File: src/hdl/rlcfb_pkg.sv
// Shared types and constants for the LED chain frame builder.
package rlcfb_pkg;

  localparam logic [7:0] LedHeaderByte  = 8'hFF;
  localparam logic [7:0] EndFillByte    = 8'hFF;
  localparam logic [7:0] StartZeroByte  = 8'h00;
  localparam logic [2:0] StartZeroCount = 3'd4;
  localparam int unsigned QueueDepth    = 2;

  typedef enum logic [3:0] {
    HUE_OFF    = 4'd0,
    HUE_RED    = 4'd1,
    HUE_GREEN  = 4'd2,
    HUE_BLUE   = 4'd3,
    HUE_YELLOW = 4'd4,
    HUE_PURPLE = 4'd5,
    HUE_CYAN   = 4'd6,
    HUE_AMBER  = 4'd7,
    HUE_WHITE  = 4'd8
  } color_t;

  // Position of a byte within the LED block.
  typedef enum logic [4:0] {
    SLOT_HEADER = 5'd0,
    SLOT_BLUE   = 5'd1,
    SLOT_GREEN  = 5'd2,
    SLOT_RED    = 5'd3
  } slot_t;

  // One LED job handed from front to back.
  typedef struct packed {
    logic       start;    // four zero bytes lead the LED
    logic       last_led; // end frame follows
    logic [4:0] fill;     // number of end fill bytes
    logic [7:0] blue;
    logic [7:0] green;
    logic [7:0] red;
  } led_job_t;

endpackage

File: src/hdl/rlcfb_front.sv
// Front end: config register, chain position, color decode into LED jobs.
module rlcfb_front (
  input  logic               clk,
  input  logic               rst,
  input  logic               accept,
  input  logic [3:0]         color_code,
  input  logic [7:0]         brightness,
  input  logic               chain_length_we,
  input  logic [7:0]         chain_length,
  output rlcfb_pkg::led_job_t job
);
  import rlcfb_pkg::*;

  logic [7:0] length_reg;
  logic [7:0] led_position;
  logic [7:0] len;
  logic [8:0] fill_sum;
  logic       r_on, g_on, b_on;
  logic       last_led;

  always_comb begin
    r_on = 1'b0;
    g_on = 1'b0;
    b_on = 1'b0;
    unique case (color_code)
      HUE_RED:               r_on = 1'b1;
      HUE_GREEN:             g_on = 1'b1;
      HUE_BLUE:              b_on = 1'b1;
      HUE_YELLOW, HUE_AMBER: begin
        r_on = 1'b1;
        g_on = 1'b1;
      end
      HUE_PURPLE: begin
        r_on = 1'b1;
        b_on = 1'b1;
      end
      HUE_CYAN: begin
        g_on = 1'b1;
        b_on = 1'b1;
      end
      HUE_WHITE: begin
        r_on = 1'b1;
        g_on = 1'b1;
        b_on = 1'b1;
      end
      default: ;
    endcase
  end

  // zero length behaves as a single LED
  assign len      = (length_reg == 8'd0) ? 8'd1 : length_reg;
  assign last_led = ({1'b0, led_position} + 9'd1) >= {1'b0, len};
  assign fill_sum = {1'b0, len} + 9'd14;

  always_comb begin
    job.start    = (led_position == 8'd0);
    job.last_led = last_led;
    job.fill     = last_led ? fill_sum[8:4] : 5'd0;
    job.blue     = b_on ? brightness : 8'd0;
    job.green    = g_on ? brightness : 8'd0;
    job.red      = r_on ? brightness : 8'd0;
  end

  always_ff @(posedge clk) begin
    if (rst) begin
      length_reg   <= 8'd1;
      led_position <= 8'd0;
    end else begin
      if (chain_length_we) begin
        length_reg <= chain_length;
      end
      if (accept) begin
        led_position <= last_led ? 8'd0 : led_position + 8'd1;
      end
    end
  end

endmodule

File: src/hdl/rlcfb_queue.sv
// Two-entry job queue between front and back.
module rlcfb_queue (
  input  logic                clk,
  input  logic                rst,
  input  logic                wr,
  input  rlcfb_pkg::led_job_t wr_job,
  input  logic                rd,
  output rlcfb_pkg::led_job_t head,
  output logic                head_valid,
  output logic                full
);
  import rlcfb_pkg::*;

  led_job_t   slots [QueueDepth];
  logic       wr_ptr;
  logic       rd_ptr;
  logic [1:0] count;

  assign head       = slots[rd_ptr];
  assign head_valid = (count != 2'd0);
  assign full       = (count == 2'(QueueDepth));

  always_ff @(posedge clk) begin
    if (wr) begin
      slots[wr_ptr] <= wr_job;
    end
  end

  always_ff @(posedge clk) begin
    if (rst) begin
      wr_ptr <= 1'b0;
      rd_ptr <= 1'b0;
      count  <= 2'd0;
    end else begin
      if (wr) wr_ptr <= ~wr_ptr;
      if (rd) rd_ptr <= ~rd_ptr;
      unique case ({wr, rd})
        2'b10:   count <= count + 2'd1;
        2'b01:   count <= count - 2'd1;
        default: count <= count;
      endcase
    end
  end

endmodule

File: src/hdl/rlcfb_back.sv
// Back end: walks the head job byte by byte into the output register.
module rlcfb_back (
  input  logic                clk,
  input  logic                rst,
  input  rlcfb_pkg::led_job_t head,
  input  logic                head_valid,
  output logic                head_done,
  input  logic                pop,
  output logic                empty,
  output logic [7:0]          wire_byte,
  output logic                run_last,
  output logic                frame_done
);
  import rlcfb_pkg::*;

  logic [4:0] byte_idx;
  logic [4:0] offset;
  logic [4:0] slot;
  logic [4:0] last_idx;
  logic [7:0] byte_val;
  logic       out_valid;
  logic       emit;
  logic       at_last;

  assign offset   = head.start ? {2'b00, StartZeroCount} : 5'd0;
  assign slot     = byte_idx - offset;
  assign last_idx = offset + 5'd3 + head.fill;
  assign at_last  = (byte_idx == last_idx);
  assign emit      = head_valid && (!out_valid || pop);
  assign head_done = emit && at_last;
  assign empty     = !out_valid;

  always_comb begin
    if (byte_idx < offset) begin
      byte_val = StartZeroByte;
    end else begin
      unique case (slot)
        SLOT_HEADER: byte_val = LedHeaderByte;
        SLOT_BLUE:   byte_val = head.blue;
        SLOT_GREEN:  byte_val = head.green;
        SLOT_RED:    byte_val = head.red;
        default:     byte_val = EndFillByte;
      endcase
    end
  end

  always_ff @(posedge clk) begin
    if (emit) begin
      wire_byte  <= byte_val;
      run_last   <= at_last;
      frame_done <= at_last && head.last_led;
    end
  end

  always_ff @(posedge clk) begin
    if (rst) begin
      out_valid <= 1'b0;
      byte_idx  <= 5'd0;
    end else begin
      if (emit) begin
        out_valid <= 1'b1;
      end else if (pop) begin
        out_valid <= 1'b0;
      end
      if (emit) begin
        byte_idx <= at_last ? 5'd0 : byte_idx + 5'd1;
      end
    end
  end

endmodule

File: src/hdl/rgb_led_chain_frame_builder_core.sv
// Top level of the LED chain frame builder: front, job queue and back.
// The first word of an item passes through the job queue and then the output register.
// Each LED gives 4 words, plus 4 leading zero words on the first LED of
// a frame and (length+14)/16 fill words on the last; the back sequencer
// gives one word per cycle while the receiver pops, fed by a two-job queue.
// Reset (rst, synchronous): queue and output empty, position 0, length 1.
module rgb_led_chain_frame_builder_core (
  input  logic       clk,
  input  logic       rst,
  input  logic       push,
  output logic       full,
  input  logic [3:0] color_code,
  input  logic [7:0] brightness,
  input  logic       chain_length_we,
  input  logic [7:0] chain_length,
  output logic       empty,
  input  logic       pop,
  output logic [7:0] wire_byte,
  output logic       run_last,
  output logic       frame_done
);
  import rlcfb_pkg::*;

  led_job_t new_job;
  led_job_t head;
  logic     head_valid;
  logic     head_done;
  logic     accept;

  assign accept = push && !full;

  rlcfb_front u_front (
    .clk             (clk),
    .rst             (rst),
    .accept          (accept),
    .color_code      (color_code),
    .brightness      (brightness),
    .chain_length_we (chain_length_we),
    .chain_length    (chain_length),
    .job             (new_job)
  );

  rlcfb_queue u_queue (
    .clk        (clk),
    .rst        (rst),
    .wr         (accept),
    .wr_job     (new_job),
    .rd         (head_done),
    .head       (head),
    .head_valid (head_valid),
    .full       (full)
  );

  rlcfb_back u_back (
    .clk        (clk),
    .rst        (rst),
    .head       (head),
    .head_valid (head_valid),
    .head_done  (head_done),
    .pop        (pop),
    .empty      (empty),
    .wire_byte  (wire_byte),
    .run_last   (run_last),
    .frame_done (frame_done)
  );

endmodule

File: config.mk
export PLATFORM = sky130hd
export DESIGN_NAME = rgb_led_chain_frame_builder_core
export DESIGN_NICKNAME = d
export VERILOG_FILES = /design/src/hdl/rlcfb_pkg.sv /design/src/hdl/rlcfb_front.sv /design/src/hdl/rlcfb_queue.sv /design/src/hdl/rlcfb_back.sv /design/src/hdl/rgb_led_chain_frame_builder_core.sv
export SDC_FILE = /design/constraint.sdc
export NUM_CORES = 1
export LEC_CHECK = 0
export BUFFER_PORTS_ARGS = -buffer_cell sky130_fd_sc_hd__buf_2
export CAP_MARGIN = 20
export CORE_AREA = 2 2 111 113
export CTS_CLUSTER_SIZE = 40
export DETAILED_ROUTE_END_ITERATION = 8
export DIE_AREA = 0 0 113 115
export REMOVE_ABC_BUFFERS = 1
export SLEW_MARGIN = 20
export SYNTH_ARGS = -nofsm -noshare
export SYNTH_HDL_FRONTEND = slang
export SYNTH_SLANG_ARGS = --single-unit
File: constraint.sdc
create_clock -name clk -period 8.75 [get_ports clk]
set_input_delay 1.75 -clock clk [delete_from_list [all_inputs] [get_ports clk]]
set_output_delay 1.75 -clock clk [all_outputs]
set_load 0.02 [all_outputs]
==> impl_metrics.toml, run 1 <==
[outcome]
status = "complete, no violations"

[cells_and_area]
layout.cells.most_common_list = "sky130_fd_sc_hd__edfxtp_1 (72), sky130_fd_sc_hd__buf_2 (36), sky130_fd_sc_hd__nor2b_1 (30), sky130_fd_sc_hd__a21oi_1 (27), sky130_fd_sc_hd__dfxtp_1 (27)"
area_growth_pct = 13.1
antenna_cells = 0
area_used_by_sequential_logic_in_the_layout_um2 = 2700
largest_register_ff_count = 62
fillerInstances = 1087
mostFrequentLayoutCell = "sky130_fd_sc_hd__edfxtp_1"
design.final.nets = 477
final_cell_count_no_fill = 587
regMostFlops = "u_queue.slots"
multi_input_comb_area_um2 = 1900
post_route_cells_drive_above_1_share_pct = 17.3

[routing]
post-route-drc-count = 0
firstDrtPassIters = 4
vias_per_cell = 5.35
via_count = 3143
detail_route.iter0.violations = 170
final_ant_viol_nets = 0
detail_route.wirelength_mm = 9.47
routed_wire_length_per_instance_um = 16.1

[synth]
avgSynthCellArea_um2 = 11.9
sequential_fraction_of_the_synthesis_area_pct = 56.9
yosysWarnings = 0
share_of_async_settable_or_async_resettable_flops_after_synthesis_pct = 0
ys_ff_latch = 99
synth_flop_cell = "sky130_fd_sc_hd__edfxtp_1"
ys_types = 51
synthesis.area_um2 = 4750
synth_enable_flop_cells = 72
netlist_instances = 400

[setup_path]
worst-endpoint-required_ns = 9.02
critical_path_cell_by_cell = "buf_4 -> mux2_2 -> ha_1 -> a21boi_2 -> or3_4 -> a2111oi_4 -> and2_1 -> ha_1 -> or3_1 -> a21oi_1"
critPathKind = "reg -> reg"
crit_path_end_kind = "register"
worst_path_most_repeated_cell = "sky130_fd_sc_hd__ha_1"
critical_path_peak_fanout = 31
worst_ep_arrival_time_ns = 3.87
timing.critical_path.from_type = "register"
critical-path-slowest-cell = "sky130_fd_sc_hd__a2111oi_4"
cp_slowest_stage_delay_ns = 0.55

[place]
place_inst = 571
placer_s_final_routability_congestion_estimate = 0.808
count_of_input_and_output_buffers = 36
detailedPlace.worstSlack_ns = 5.04
dp.final_hpwl_mm = 6.32

[timing]
worst_clock_skew_ns = 0.00842
finalMaxSlewViolations = 0
setup_viol_count_final = 0
rsz0062_at_grt = "false"
max_clock_freq_mhz = 278
report.final.hold_viol_count = 0
tns_ns = 0
minimum_clock_period_after_layout_ns = 3.60
fin_crit_sh_pct = 41.1
max-slew-margin-rel_pct = 34.2
least_setup_slack_across_all_paths_after_layout_ns = 5.15
slew_of_the_pin_with_the_lowest_slew_margin_ns = 0.987
worst_hold_slack_ns = 0.505

[global_routing]
grt_util_met1_pct = 19.4
overflow = 0
grt_start_max_net_pins = 33
groute.layer.met2.usage_pct = 26.1
globalRoute.busiestLayer = "met2"
global_route.usage.met3_pct = 3.58
initial_antenna_violation_count = 0
grt_use_total_pct = 15.4
first_global_vias = 3201
wire_length_of_the_first_global_routing_pass_mm = 15.7

[power_and_ir_drop]
p_total_uw = 1150
static-leakage-power_uw = 0.00195
peakVddDrop_uv = 109
pwr_density_cell_nw_per_um2 = 213

[clock_tree]
hold_buffers = 0
cts_root_buffer = "sky130_fd_sc_hd__clkbuf_16"
post_cts_buffers = 0
tritoncts = "done"
htree_levels = 3
ctsResizeCount = 0
cts_max_path_buffers = 2
cts.sink_count = 99
insertion_delay_ns = 0.34
cts_made_buffers = 9
path_clk_slew_ns = 0.07

[floorplanning]
fp.dieArea_um2 = 13000
die_h_um = 115
core_region_area_um2 = 11800
initial_utilization_pct = 40.2
std_cell_rows = 40
floorplan.io_pins = 37
die_w_um = 113

[min_path]
hp-class = "reg -> reg"

[flow_run]
max-cap-violations = 0
synthesized netlist by cell type, drive strengths merged (9+ instances only):
cell    number  area share [%]
a21o        11             1.7
a21oi       27             2.8
a221oi       9             1.8
clkbuf      12            0.95
dfxtp       27              11
edfxtp      72              46
ha          17             4.5
inv         21             1.7
mux2        12             2.8
mux2i       12             2.6
nand2       17             1.3
nor2        23             1.8
nor2b       30             4.0
o21ai       18             1.9
xnor2       12             2.2
power breakdown:
part           leakage, µW  total [µW]  internal, µW  switching (µW)
logic             0.000891         176          63.1             113
clock network     0.000150         398           224             174
registers         0.000912         572           554            18.2
through the flow:
| stage | cell area [µm²] | util [%] |
|---|---|---|
| after floorplan | 4680 | - |
| after global placement | 5070 | 42.9 |
| after detailed placement | 5070 | 42.9 |
| after CTS | 5370 | 45.4 |
| after global routing | 5370 | 45.5 |
| final | 5370 | 45.5 |
worst paths after layout:
check / endpoint / cells past startpoint / slack [ns] / from
worst max-delay path: u_queue.count[1]$_SDFFE_PP0P_ / 10 / 5.15 / register
worst min-delay path: u_front.led_position[6]$_SDFFE_PP0P_ / 2 / 0.51 / u_front.led_position[6]$_SDFFE_PP0P_
worst max register to register: u_queue.count[1]$_SDFFE_PP0P_ / 10 / 5.15 / register
worst min register to register: u_front.led_position[6]$_SDFFE_PP0P_ / 2 / 0.51 / u_front.led_position[6]$_SDFFE_PP0P_
final cells by class:
cell class	instances	share of cell area [%]
Timing Repair Buffer	39	3.77
Inverter	21	1.47
Clock inverter	7	1.40
Clock buffer	9	4.19
Sequential cell	99	50.3
Multi-Input combinational cell	265	35.4
Tap cell	147	3.42
metal layers:
metal / wire length (µm) / part of all wire, %
met1: 4210 / 44
met2: 4740 / 50
met3: 432 / 4.6
met4: 95 / 1.0
met5: 0 / 0
cells by family (layout without fill, tap and decap cells):
kind of cell               count (synthesis)  in the layout  share of synthesized area [%]
adders and majority gates                 18             18                           4.69
AOI/OAI and AO/OA                         95             95                           14.0
DFF                                       99             99                           56.9
and+or+nand+nor                          111            111                           12.6
xor gates and xnor gates                  17             17                           3.14
muxes                                     24             24                           5.45
buffers and inverters                     36             76                           3.19
worst max-delay path: cells and delay by family, from the launching register on:
family | cells | cell delay, ns
adders and majority gates | 2 | 0.60
buffers and inverters | 1 | 0.36
DFF | 1 | 0.31
and+or+nand+nor | 3 | 0.98
AOI/OAI and AO/OA | 3 | 0.87
muxes | 1 | 0.41
(Power assumes the default switching activity.)
==> run 2, diff against run 1 <==
Settings changed: ABC_AREA set to 1, CORE_AREA 2 2 111 113 to 2 2 113 115, DIE_AREA 0 0 113 115 to 0 0 115 117.
Clock period 8.75 ns to 3.1 ns, I/O delays scaled along.
==> impl_metrics.toml, run 2 <==
[outcome]
status = "complete, no violations"

[setup_path]
timing.rr.end = "u_queue.count[1]$_SDFFE_PP0P_"
critical_path_peak_fanout = 31
cp_slowest_stage_delay_ns = 0.36
critical_path_cell_by_cell = "buf_4 -> nand2_1 -> nand2_1 -> ha_1 -> inv_1 -> nand2_1 -> nand2_1 -> nand2_1 -> nand2_1 -> nand3_1 -> nor2_2 -> nand3_2 -> inv_1 -> ha_1 -> inv_1 -> nand2_1 -> nor2_1 -> o21ai_0 -> a21oi_1"
worst_path_most_repeated_cell = "sky130_fd_sc_hd__nand2_1"
critical_path.endpoint = "u_queue.count[1]$_SDFFE_PP0P_"
worst_path_dominant_cell_family = "simple AND/OR/NAND/NOR gates"
crit_path_end_kind = "register"
worst_ep_arrival_time_ns = 2.99
critical-path-slowest-cell = "sky130_fd_sc_hd__dfxtp_1"
critPathKind = "reg -> reg"
worst_reg_to_reg_path_cell_count = 19
reg2reg_setup_slack_ns = 0.38
critPathBufInv = 4
timing.critical_path.from_type = "register"
worst-endpoint-required_ns = 3.37
worstSetupPathDepth = 19

[timing]
slew_of_the_pin_with_the_lowest_slew_margin_ns = 0.755
finalMaxSlewViolations = 0
rsz0062_at_grt = "false"
tns_ns = 0
max-slew-margin-rel_pct = 49.3
least_setup_slack_across_all_paths_after_layout_ns = 0.384
setup_viol_count_final = 0
fin_crit_sh_pct = 87.6
report.final.hold_viol_count = 0
minimum_clock_period_after_layout_ns = 2.72
max_clock_freq_mhz = 368
worst_clock_skew_ns = 0.00562

[synth]
synth_area_leaders = "sky130_fd_sc_hd__edfxtp_1 (44%), sky130_fd_sc_hd__nand2_1 (14%), sky130_fd_sc_hd__dfxtp_1 (11%)"
yosysWarnings = 0
avgSynthCellArea_um2 = 8.79
most_used_standard_cells_in_the_synthesized_netlist = "sky130_fd_sc_hd__nand2_1 (181), sky130_fd_sc_hd__inv_1 (79), sky130_fd_sc_hd__edfxtp_1 (72), sky130_fd_sc_hd__nor2_1 (52), sky130_fd_sc_hd__nand3_1 (32)"
ys_types = 30
synth_flop_cell = "sky130_fd_sc_hd__edfxtp_1"
share_of_async_settable_or_async_resettable_flops_after_synthesis_pct = 0
netlist_instances = 558
synth.most_common_cell = "sky130_fd_sc_hd__nand2_1"
synth.largest_area_cell = "sky130_fd_sc_hd__edfxtp_1"
sequential_fraction_of_the_synthesis_area_pct = 55.1
synth_enable_flop_cells = 72
synthesis.area_um2 = 4900
ys_ff_latch = 99
synth_top_area_share_pct = 44.1

[global_routing]
overflow = 0
grt_use_total_pct = 15.1
grt_start_max_net_pins = 33
wire_length_of_the_first_global_routing_pass_mm = 15.7
first_global_vias = 3438
initial_antenna_violation_count = 0

[cells_and_area]
area_growth_pct = 12.8
fillerInstances = 1196
layout.cells.most_common_list = "sky130_fd_sc_hd__nand2_1 (181), sky130_fd_sc_hd__inv_1 (79), sky130_fd_sc_hd__edfxtp_1 (72), sky130_fd_sc_hd__nor2_1 (50), sky130_fd_sc_hd__buf_2 (36)"
largest_register_ff_count = 62
antenna_cells = 0
post_route_cells_drive_above_1_share_pct = 13.0
design.final.nets = 643
mostFrequentLayoutCell = "sky130_fd_sc_hd__nand2_1"
regMostFlops = "u_queue.slots"

[routing]
vias_per_cell = 4.76
detail_route.wirelength_mm = 9.32
firstDrtPassIters = 4
final_ant_viol_nets = 0
routed_wire_length_per_instance_um = 12.3
detail_route.iter0.violations = 192
via_count = 3598
post-route-drc-count = 0

[clock_tree]
cts_made_buffers = 9
cts_max_path_buffers = 2
post_cts_buffers = 0
path_clk_slew_ns = 0.06
tritoncts = "done"
htree_levels = 3
cts_root_buffer = "sky130_fd_sc_hd__clkbuf_16"
insertion_delay_ns = 0.34
cts.sink_count = 99
hold_buffers = 0
ctsResizeCount = 0

[place]
placer_s_final_routability_congestion_estimate = 0.856
dp.final_hpwl_mm = 6.59
count_of_input_and_output_buffers = 36
detailedPlace.worstSlack_ns = 0.379

[floorplanning]
floorplan.io_pins = 37
die_h_um = 117
die_w_um = 115
std_cell_rows = 41
core_region_area_um2 = 12300
fp.dieArea_um2 = 13500
initial_utilization_pct = 39.8

[min_path]
hp-class = "reg -> reg"

[power_and_ir_drop]
p_total_uw = 3210
peakVddDrop_uv = 234
pwr_density_cell_nw_per_um2 = 581
static-leakage-power_uw = 0.00257

[flow_run]
max-cap-violations = 0
[run 2: changes by cell type after synthesis, moves of 11 or more]
cell,previous run,this run
sky130_fd_sc_hd__nor2_1,23,52
sky130_fd_sc_hd__inv_1,21,79
sky130_fd_sc_hd__a21o_1,11,0
sky130_fd_sc_hd__mux2i_1,11,0
sky130_fd_sc_hd__nand3_1,6,32
sky130_fd_sc_hd__nand2_1,17,181
sky130_fd_sc_hd__nor2b_1,30,0
[run 2: logic make-up after synthesis]
logic type / after synthesis / share of synthesized area (%)
AND/OR/NAND/NOR: 291 / 25.7
adder cells (fa/ha/maj): 17 / 4.34
XOR/XNOR: 9 / 1.61
buffers and inverters: 92 / 7.63
flip-flops: 99 / 55.1
AO/OA/AOI/OAI: 50 / 5.59
[run 2: how the worst min path moves through the flow]
stage | startpoint | slack (ns) | endpoint | cells after the start
2_1_floorplan | u_front.length_reg[0]$_SDFFE_PP1P_ | 0.43 | u_front.length_reg[0]$_SDFFE_PP1P_ | 2
3_3_place_gp | u_front.length_reg[0]$_SDFFE_PP1P_ | 0.46 | u_front.length_reg[0]$_SDFFE_PP1P_ | 2
3_5_place_dp | u_front.length_reg[0]$_SDFFE_PP1P_ | 0.47 | u_front.length_reg[0]$_SDFFE_PP1P_ | 2
4_1_cts | u_front.length_reg[0]$_SDFFE_PP1P_ | 0.48 | u_front.length_reg[0]$_SDFFE_PP1P_ | 2
5_1_grt | rst | 0.50 | u_front.led_position[0]$_SDFFE_PP0P_ | 2
6_report | u_front.length_reg[0]$_SDFFE_PP1P_ | 0.48 | u_front.length_reg[0]$_SDFFE_PP1P_ | 2
[run 2: layout make-up]
| class | count | area, µm² | share of cell area (%) |
|---|---|---|---|
| multi-input cells | 367 | 1830 | 33.1 |
| repair buffers | 43 | 233 | 4.21 |
| well taps | 150 | 188 | 3.39 |
| flip-flops and latches | 99 | 2700 | 48.9 |
| clock buffers | 16 | 273 | 4.93 |
| inverters | 81 | 304 | 5.50 |
[run 2: per-layer routing]
layer | track usage, % | vias up | share of wire (%)
met3 | 2.99 | 24 | 3.6
met2 | 24.0 | 70 | 46
met5 | 0 | - | 0
li1 | - | 1872 | -
met1 | 19.6 | 1632 | 48
met4 | 8.03 | 0 | 3.2
[run 2: power breakdown]
part	switching, µW	total, µW	internal, µW	leakage, µW
registers	54.4	1620	1560	0.000916
clock network	447	1040	596	0.000130
logic	365	550	185	0.00152
[run 2: worst register-to-register path, stage by stage (launching register included)]
cell and delay [ns]:
sky130_fd_sc_hd__dfxtp_1 0.36, sky130_fd_sc_hd__buf_4 0.33, sky130_fd_sc_hd__nand2_1 0.09, sky130_fd_sc_hd__nand2_1 0.08, sky130_fd_sc_hd__ha_1 0.26, sky130_fd_sc_hd__inv_1 0.07, sky130_fd_sc_hd__nand2_1 0.06, sky130_fd_sc_hd__nand2_1 0.07
sky130_fd_sc_hd__nand2_1 0.04, sky130_fd_sc_hd__nand2_1 0.05, sky130_fd_sc_hd__nand3_1 0.09, sky130_fd_sc_hd__nor2_2 0.18, sky130_fd_sc_hd__nand3_2 0.14, sky130_fd_sc_hd__inv_1 0.08, sky130_fd_sc_hd__ha_1 0.23, sky130_fd_sc_hd__inv_1 0.09
sky130_fd_sc_hd__nand2_1 0.06, sky130_fd_sc_hd__nor2_1 0.11, sky130_fd_sc_hd__o21ai_0 0.10, sky130_fd_sc_hd__a21oi_1 0.15
[run 2: through the flow]
step	instance area, µm²	cells	util, %	hold WS, ns
after floorplan	4830	547	-	0.431
after global placement	5260	740	42.7	0.459
after detailed placement	5260	740	42.7	0.466
after CTS	5530	756	44.9	0.483
after global routing	5530	756	44.9	0.497
final	5530	756	44.9	0.482
==> run 3, diff against run 2 <==
Clock period 3.1 ns to 2.8 ns, I/O delays scaled along.
==> impl_metrics.toml, run 3 (synthesized netlist as in run 2, its figures left out) <==
[outcome]
status = "complete, no violations"

[power_and_ir_drop]
p_total_uw = 3550
peakVddDrop_uv = 355
sequential_fraction_of_design_power_pct = 50.4
pwr_density_cell_nw_per_um2 = 639
power.net_switching_uw = 998
clock_power_share_pct = 32.1
sw_frac_of_total_pct = 28.1
cell_internal_power_dissipation_uw = 2550
static-leakage-power_uw = 0.00257
power_frac_comb_pct = 17.5

[global_routing]
grt_use_total_pct = 14.6
wire_length_of_the_first_global_routing_pass_mm = 15.5
grt_start_max_net_pins = 33
first_global_vias = 3374
overflow = 0
initial_antenna_violation_count = 0

[cells_and_area]
regMostFlops = "u_queue.slots"
design.final.nets = 644
finalInstanceArea_um2 = 5560
area_growth_pct = 13.3
fillerInstances = 1184
largest_register_ff_count = 62
mostFrequentLayoutCell = "sky130_fd_sc_hd__nand2_1"
antenna_cells = 0
layout.cells.most_common_list = "sky130_fd_sc_hd__nand2_1 (181), sky130_fd_sc_hd__inv_1 (79), sky130_fd_sc_hd__edfxtp_1 (72), sky130_fd_sc_hd__nor2_1 (50), sky130_fd_sc_hd__buf_2 (36)"
area_used_by_sequential_logic_in_the_layout_um2 = 2700
final_cell_count_no_fill = 757
post_route_cells_drive_above_1_share_pct = 14.2
multi_input_comb_area_um2 = 1840

[floorplanning]
floorplan.io_pins = 37
fp.dieArea_um2 = 13500
core_region_area_um2 = 12300
die_h_um = 117
std_cell_rows = 41
die_w_um = 115
initial_utilization_pct = 39.8

[clock_tree]
ctsResizeCount = 0
cts_made_buffers = 9
post_cts_buffers = 0
cts_root_buffer = "sky130_fd_sc_hd__clkbuf_16"
htree_levels = 3
cts.sink_count = 99
tritoncts = "done"
cts_max_path_buffers = 2
hold_buffers = 0
insertion_delay_ns = 0.34
path_clk_slew_ns = 0.07

[timing]
tns_ns = 0
setup_viol_count_final = 0
max_clock_freq_mhz = 395
minimum_clock_period_after_layout_ns = 2.53
worst_clock_skew_ns = 0.00352
fin_crit_sh_pct = 90.5
slew_of_the_pin_with_the_lowest_slew_margin_ns = 0.786
max-slew-margin-rel_pct = 47.3
worst_hold_slack_ns = 0.437
report.final.hold_viol_count = 0
rsz0062_at_grt = "false"
finalMaxSlewViolations = 0

[min_path]
hp-class = "in -> reg"

[setup_path]
worst_ep_arrival_time_ns = 2.63
critical_path_peak_fanout = 9
critPathKind = "reg -> reg"
crit_path_end_kind = "register"
critical_path_cell_by_cell = "ha_1 -> nand3_2 -> or2_4 -> xor2_1 -> ha_1 -> a21oi_1 -> nand2_1 -> nand2_1 -> and2_4 -> inv_1"
worst_path_dominant_cell_family = "simple AND/OR/NAND/NOR gates"
timing.critical_path.from_type = "register"
critical-path-slowest-cell = "sky130_fd_sc_hd__dfxtp_1"
cp_slowest_stage_delay_ns = 0.41
critPathBufInv = 1
worst-endpoint-required_ns = 2.89

[routing]
vias_per_cell = 4.66
routed_wire_length_per_instance_um = 12.2
final_ant_viol_nets = 0
post-route-drc-count = 0
via_count = 3529
detail_route.iter0.violations = 211
detail_route.wirelength_mm = 9.23
firstDrtPassIters = 4

[place]
count_of_input_and_output_buffers = 36
placer_s_final_routability_congestion_estimate = 0.840
placement.cell_area_um2 = 5270
place_inst = 741
dp.final_hpwl_mm = 6.47

[flow_run]
max-cap-violations = 0
[run 3: cell types whose count changed in the layout (fill, tap and decap cells not counted), moves of 2 or more]
cell and delta:
sky130_fd_sc_hd__clkinvlp_4 +2, sky130_fd_sc_hd__clkbuf_1 -6, sky130_fd_sc_hd__clkinv_1 +2, sky130_fd_sc_hd__inv_6 +2
[run 3: cell type report]
type | count | share of cell area [%]
timing repair buffer | 44 | 4.32
inverter | 81 | 5.47
sequential | 99 | 48.7
tap | 150 | 3.38
clock inverter | 7 | 0.923
clock buffer | 9 | 4.05
multi-input combinational | 367 | 33.2
[run 3: layer usage]
layer	global-route usage, %	up-vias	wire (µm)
met1	19.1	1546	4290
met2	23.8	89	4190
met5	0	-	0
met3	2.47	18	522
met4	7.23	0	220
li1	-	1876	-
[run 3: metrics by stage]
stage | setup slack, ns | utilization [%]
floorplan | -0.230 | -
global placement | 0.379 | 42.8
detailed placement | 0.242 | 42.8
CTS | 0.212 | 45.0
global route | 0.0634 | 45.1
finish | 0.267 | 45.1
[run 3: path summary, 6_finish.rpt]
| check | start | endpoint | slack (ns) | cells after the start |
|---|---|---|---|---|
| worst max-delay path | u_front.led_position[0]$_SDFFE_PP0P_ | u_queue.slots[0][29]$_DFFE_PP_ | 0.27 | 10 |
| worst min register to register | u_front.length_reg[0]$_SDFFE_PP1P_ | u_front.length_reg[0]$_SDFFE_PP1P_ | 0.47 | 2 |
| worst min-delay path | chain_length[0] | u_front.length_reg[0]$_SDFFE_PP1P_ | 0.44 | 3 |
| worst max register to register | u_front.led_position[0]$_SDFFE_PP0P_ | u_queue.slots[0][29]$_DFFE_PP_ | 0.27 | 10 |
[run 3: tightest hold or removal path, cell delays in order]
cell	delay [ns]
sky130_fd_sc_hd__buf_2	0.07
sky130_fd_sc_hd__nand2_1	0.04
sky130_fd_sc_hd__nand3_1	0.07
[run 3: power by group through the flow]
stage          registers [µW]  logic [µW]  clock network [µW]
6_report                 1790         620                1140
3_5_place_dp             1820         617                   0
3_3_place_gp             1820         599                   0
2_1_floorplan            1840         406                   0
4_1_cts                  1790         620                1180
5_1_grt                  1800         717                1250
